--- src/nhist_pkg.sv ---
// ----------------------------------------------------------------------------
// nhist_pkg
// Shared types and constants of the normalized histogram unit.
// ----------------------------------------------------------------------------
package nhist_pkg;

	localparam int COUNT_W      = 32;
	localparam int BIN_W        = 8;
	localparam int FRAC_BITS    = 16;
	localparam int FRAC_W       = FRAC_BITS + 1;
	localparam int NUM_BINS_DEF = 256;

	localparam logic [COUNT_W-1:0] TOTAL_MAX = {COUNT_W{1'b1}};

	typedef enum logic {
		MODE_ADD   = 1'b0,
		MODE_QUERY = 1'b1
	} mode_t;

	typedef struct packed {
		mode_t            mode;
		logic [BIN_W-1:0] bin;
	} cmd_t;

	typedef struct packed {
		logic [BIN_W-1:0]  bin_echo;
		logic [FRAC_W-1:0] fraction;
		logic              empty_res;
		logic              overflowed;
	} result_t;

	typedef struct packed {
		logic               start;
		logic [COUNT_W-1:0] count;
		logic [COUNT_W-1:0] total;
	} div_req_t;

	typedef struct packed {
		logic              busy;
		logic              done;
		logic [FRAC_W-1:0] quot;
	} div_rsp_t;

endpackage

--- src/nhist_div.sv ---
// ----------------------------------------------------------------------------
// nhist_div
// Bit-serial restoring divider: (count * 2^16 + total/2) / total, one
// quotient bit per cycle.
// ----------------------------------------------------------------------------
module nhist_div (
	input  logic                clk,
	input  logic                arst_n,
	input  nhist_pkg::div_req_t req,
	output nhist_pkg::div_rsp_t rsp
);

	localparam int CW    = nhist_pkg::COUNT_W;
	localparam int QW    = nhist_pkg::FRAC_W;
	localparam int NW    = CW + nhist_pkg::FRAC_BITS + 1;
	localparam int STEPS = QW;
	localparam int SCW   = $clog2(STEPS);

	logic [NW-1:0]  num;
	logic [CW-1:0]  rem_q;
	logic [CW-1:0]  den_q;
	logic [QW-1:0]  low_q;
	logic [QW-1:0]  quot_q;
	logic [SCW-1:0] step_q;
	logic           run_q;
	logic           done_q;
	logic [CW:0]    trial;
	logic           take;

	// one spare top bit keeps the rounding term from wrapping near full count
	assign num = {1'b0, req.count, {nhist_pkg::FRAC_BITS{1'b0}}}
		+ NW'(req.total[CW-1:1]);

	assign trial = {rem_q, low_q[QW-1]};
	assign take  = (trial >= {1'b0, den_q});

	always_ff @(posedge clk or negedge arst_n) begin
		if (!arst_n) begin
			run_q  <= 1'b0;
			done_q <= 1'b0;
			step_q <= '0;
		end else begin
			done_q <= run_q && !req.start && (step_q == '0);
			if (req.start) begin
				run_q  <= 1'b1;
				step_q <= SCW'(STEPS - 1);
			end else if (run_q) begin
				if (step_q == '0) begin
					run_q <= 1'b0;
				end else begin
					step_q <= step_q - 1'b1;
				end
			end
		end
	end

	// the top bits of the dividend are already below the divisor
	always_ff @(posedge clk) begin
		if (req.start) begin
			rem_q  <= CW'(num[NW-1:QW]);
			low_q  <= num[QW-1:0];
			den_q  <= req.total;
			quot_q <= '0;
		end else if (run_q) begin
			rem_q  <= take ? CW'(trial - {1'b0, den_q}) : trial[CW-1:0];
			low_q  <= {low_q[QW-2:0], 1'b0};
			quot_q <= {quot_q[QW-2:0], take};
		end
	end

	assign rsp.busy = run_q;
	assign rsp.done = done_q;
	assign rsp.quot = quot_q;

endmodule

--- config.mk ---
export PLATFORM = sky130hd
export DESIGN_NAME = nhist_div
export DESIGN_NICKNAME = d
export VERILOG_FILES = /design/src/nhist_pkg.sv /design/src/nhist_div.sv
export SDC_FILE = /design/constraint.sdc
export NUM_CORES = 1
export LEC_CHECK = 0
export ABC_AREA = 1
export BUFFER_PORTS_ARGS = -buffer_cell sky130_fd_sc_hd__buf_4
export CAP_MARGIN = 40
export CORE_MARGIN = 8
export CORE_UTILIZATION = 61
export CTS_CLUSTER_DIAMETER = 30
export CTS_CLUSTER_SIZE = 16
export DETAILED_ROUTE_END_ITERATION = 16
export PLACE_DENSITY = 0.79
export RECOVER_POWER = 25
export SLEW_MARGIN = 20
export SYNTH_ARGS = -nofsm -noshare
export SYNTH_HDL_FRONTEND = slang
export SYNTH_SLANG_ARGS = --single-unit
export TNS_END_PERCENT = 50
--- constraint.sdc ---
create_clock -name clk -period 3.65 [get_ports clk]
set_clock_uncertainty 0.1 [all_clocks]
set_input_delay 0.1825 -clock clk [delete_from_list [all_inputs] [get_ports clk]]
set_output_delay 0.1825 -clock clk [all_outputs]
set_load 0.02 [all_outputs]
==> metrics <==
outcome=finished clean; Design Area, Final=about 10000 sq um; Syn Nets=between 1000 and 1500; Placed Cells=1490; DIE AREA=18070 sq um; global-route wire length before repair=40390 microns; CTS sink count=roughly 110; fin nets=1474; pre-CTS setup slack=0.8551 ns; Synthesis Warnings=0; fill count=approximately 1200; CP cell instances=ha_1 -> nand2_1 -> inv_1 -> nand2_1 -> nand2_1 -> a21oi_1 -> nand2_2 -> nor2_8 -> nand2_8 -> nand2_1 -> nand3_1 -> nand2_1; number of DRC markers in iteration 0=slightly below 900; drt first pass iters=5; Setup-failing EPs final=0; Clock Tree Buf Depth=2; standard-cell row count=43; worst path required time=3.78 ns; post-synth top area share=0.2844; Post-DP Area=9284 sq um; Worst Setup Path Type=flop to flop; crit path capture type=flop; ranking of synthesized cells by area=edfxtp_1 (28%), nand2_1 (20%), inv_1 (9.5%); fin. max-slew vios=0; GRT busiest layer=met2; total gr overflow=0; Post-Syn Instances=1246; register area=just under 3000 sq um; total CTS buffers=9; FF+latch count, synth=105; cell repeated most along the worst path=nand2_1; ys flop type=edfxtp_1; drt total wl=roughly 25000 microns; fin crit share=0.8057; Top delay family on crit path=simple AND/OR/NAND/NOR gates; TritonCTS clock tree=built; Worst-path clk slew=0.08 ns; post-DR vias/cell=5.472; number of flops mapped to enable cells by yosys=81; IO buf count=85; RSZ-0062 raised after global routing=no; Cell Area, Synth=8553 sq um; HPWL after DPL=19810 microns; gpl congestion=1.021; Worst-Skew Late Latency=roughly 0.36 ns; core box area=13770 sq um; crit path buf inv count=1; min Tclk post-route=2.941 ns; pwr dens=around 700 nW/um^2; Yosys cell types=between 40 and 50; total vias in the final route=8433; Peak VDD IR=385.0 uV; chip height=about 130 microns; post-route ant nets=0; worst setup margin=0.7094 ns; antenna cell count=0; post-synth top area cell=edfxtp_1; fraction of registers with async set/reset=0.06667; Layout Cells excl Fill=1541; drt drc=0; slew margin rel.=0.5766; count of final hold-check violations=0; largest net degree at the start of global routing=75; Worst-Margin Slew=0.6351 ns; LEAKAGE=between 0.005 and 0.006 uW; DR WL/cell=16.51 microns; Global Route met3 Usage=0.05684; most common cell in the netlist=nand2_1; CP max FO=33; CP max stage delay=0.51 ns; initial antenna violation count=0; fmax=340.1 MHz; footprint of the multi-input gates=between 4000 and 5000 sq um; CP max stage cell=nor2_8; CP arrival=3.07 ns; H-tree depth=3; met1 GRT Util=0.3773; Fin Setup TNS=0 ns; max-cap violation count=0; io pins=86; met2 Usage GRT=0.4546; Initial Util=0.6210; synth cell count leaders=nand2_1 (453), inv_1 (217), nand3_1 (98); startpoint types=flop; register area share after synthesis=0.3446; CTS root buf=clkbuf_16; Avg Inst Size Synth=6.865 sq um; CTS resizes=0; Hold Path Class=primary input to flop; Layout area overhead=14.60%; total track usage=0.2827; vias in the first global route=8001; die span in x=134.4 microns; layout cells sized above 1=0.07348
==> logic make-up (layout without fill, tap and decap cells) <==
group | Yosys count | count (layout) | share of synthesized area
buf+inv | 247 | 362 | 0.1175
fa+ha+maj | 51 | 51 | 0.07636
xor+xnor | 28 | 28 | 0.02867
simple gates | 725 | 725 | 0.3721
flops | 105 | 105 | 0.3446
compound gates | 90 | 90 | 0.06071
==> metrics by stage <==
| step | util | hold slack, ns | total power (uW) |
|---|---|---|---|
| CTS | 0.7200 | 0.04361 | 6610 |
| finish | 0.7117 | 0.1249 | 6665 |
| floorplan | - | -0.2131 | 4697 |
| global placement | 0.6741 | -0.1012 | 5543 |
| detailed placement | 0.6741 | -0.1022 | 5589 |
| global route | 0.7117 | 0.1187 | 7163 |
==> repair_timing <==
action                                 in CTS  in global routing
endpoints found under the hold margin      45                  0
hold buffers                               34                  0
setup buffers                               0                  0
==> routing by layer <==
metal  up-vias  part of all wire
met5         -                 0
met4         0             0.021
met3        36             0.076
met2       350              0.46
met1      3857              0.44
li1       4190                 -
==> worst paths after layout <==
path	from	end	slack, ns	cells past startpoint
worst max-delay path	rem_q[26]	rem_q[16]	0.71	12
worst min-delay path	req[32]	low_q[16]	0.12	4
worst max register to register	rem_q[26]	rem_q[16]	0.71	12
worst min register to register	quot_q[16]	quot_q[16]	0.39	2
max in group asynchronous	arst_n	run_q	3.06	2
min in group asynchronous	arst_n	step_q[1]	0.13	2
==> tightest hold or removal path, delay by kind of cell <==
kind                       cells  cell delay, ns
adders and majority gates      1            0.12
buffers and inverters          1            0.08
and+or+nand+nor                2            0.10
==> cells in the final DEF (no fill, tap or decap), types with 11 or more instances in the layout <==
cell type,synthesis,layout
clkbuf_1,10,38
nor2_1,75,75
a21oi_1,39,39
xor2_1,11,11
o21ai_0,20,20
dfxtp_1,17,17
edfxtp_1,81,81
nand3_1,98,98
nand3b_1,29,29
dlygate4sd3_1,0,34
inv_1,217,217
ha_1,49,49
buf_4,2,40
o22ai_1,15,15
nand4_1,25,25
xnor2_1,17,17
nand2_1,453,453
nor3_1,12,12
==> layout make-up <==
type,instances,share of cell area
Timing Repair Buffer,123,0.09165
Clock inverter,7,0.006893
Multi-Input combinational cell,894,0.4694
Sequential cell,105,0.3007
Inverter,223,0.08540
Tap cell,180,0.02298
Clock buffer,9,0.02298
==> flip-flops by register name, summed over array words and instances, names as in the netlist <==
register  count
den_q        32
rem_q        32
low_q        17
quot_q       17
step_q        5
done_q        1
run_q         1
==> power by group <==
part	internal, uW	switching [uW]
Clock	483	488
Sequential	1670	166
Combinational	1330	2530
Total	3490	3180
Power figures use the tool's default switching activity.
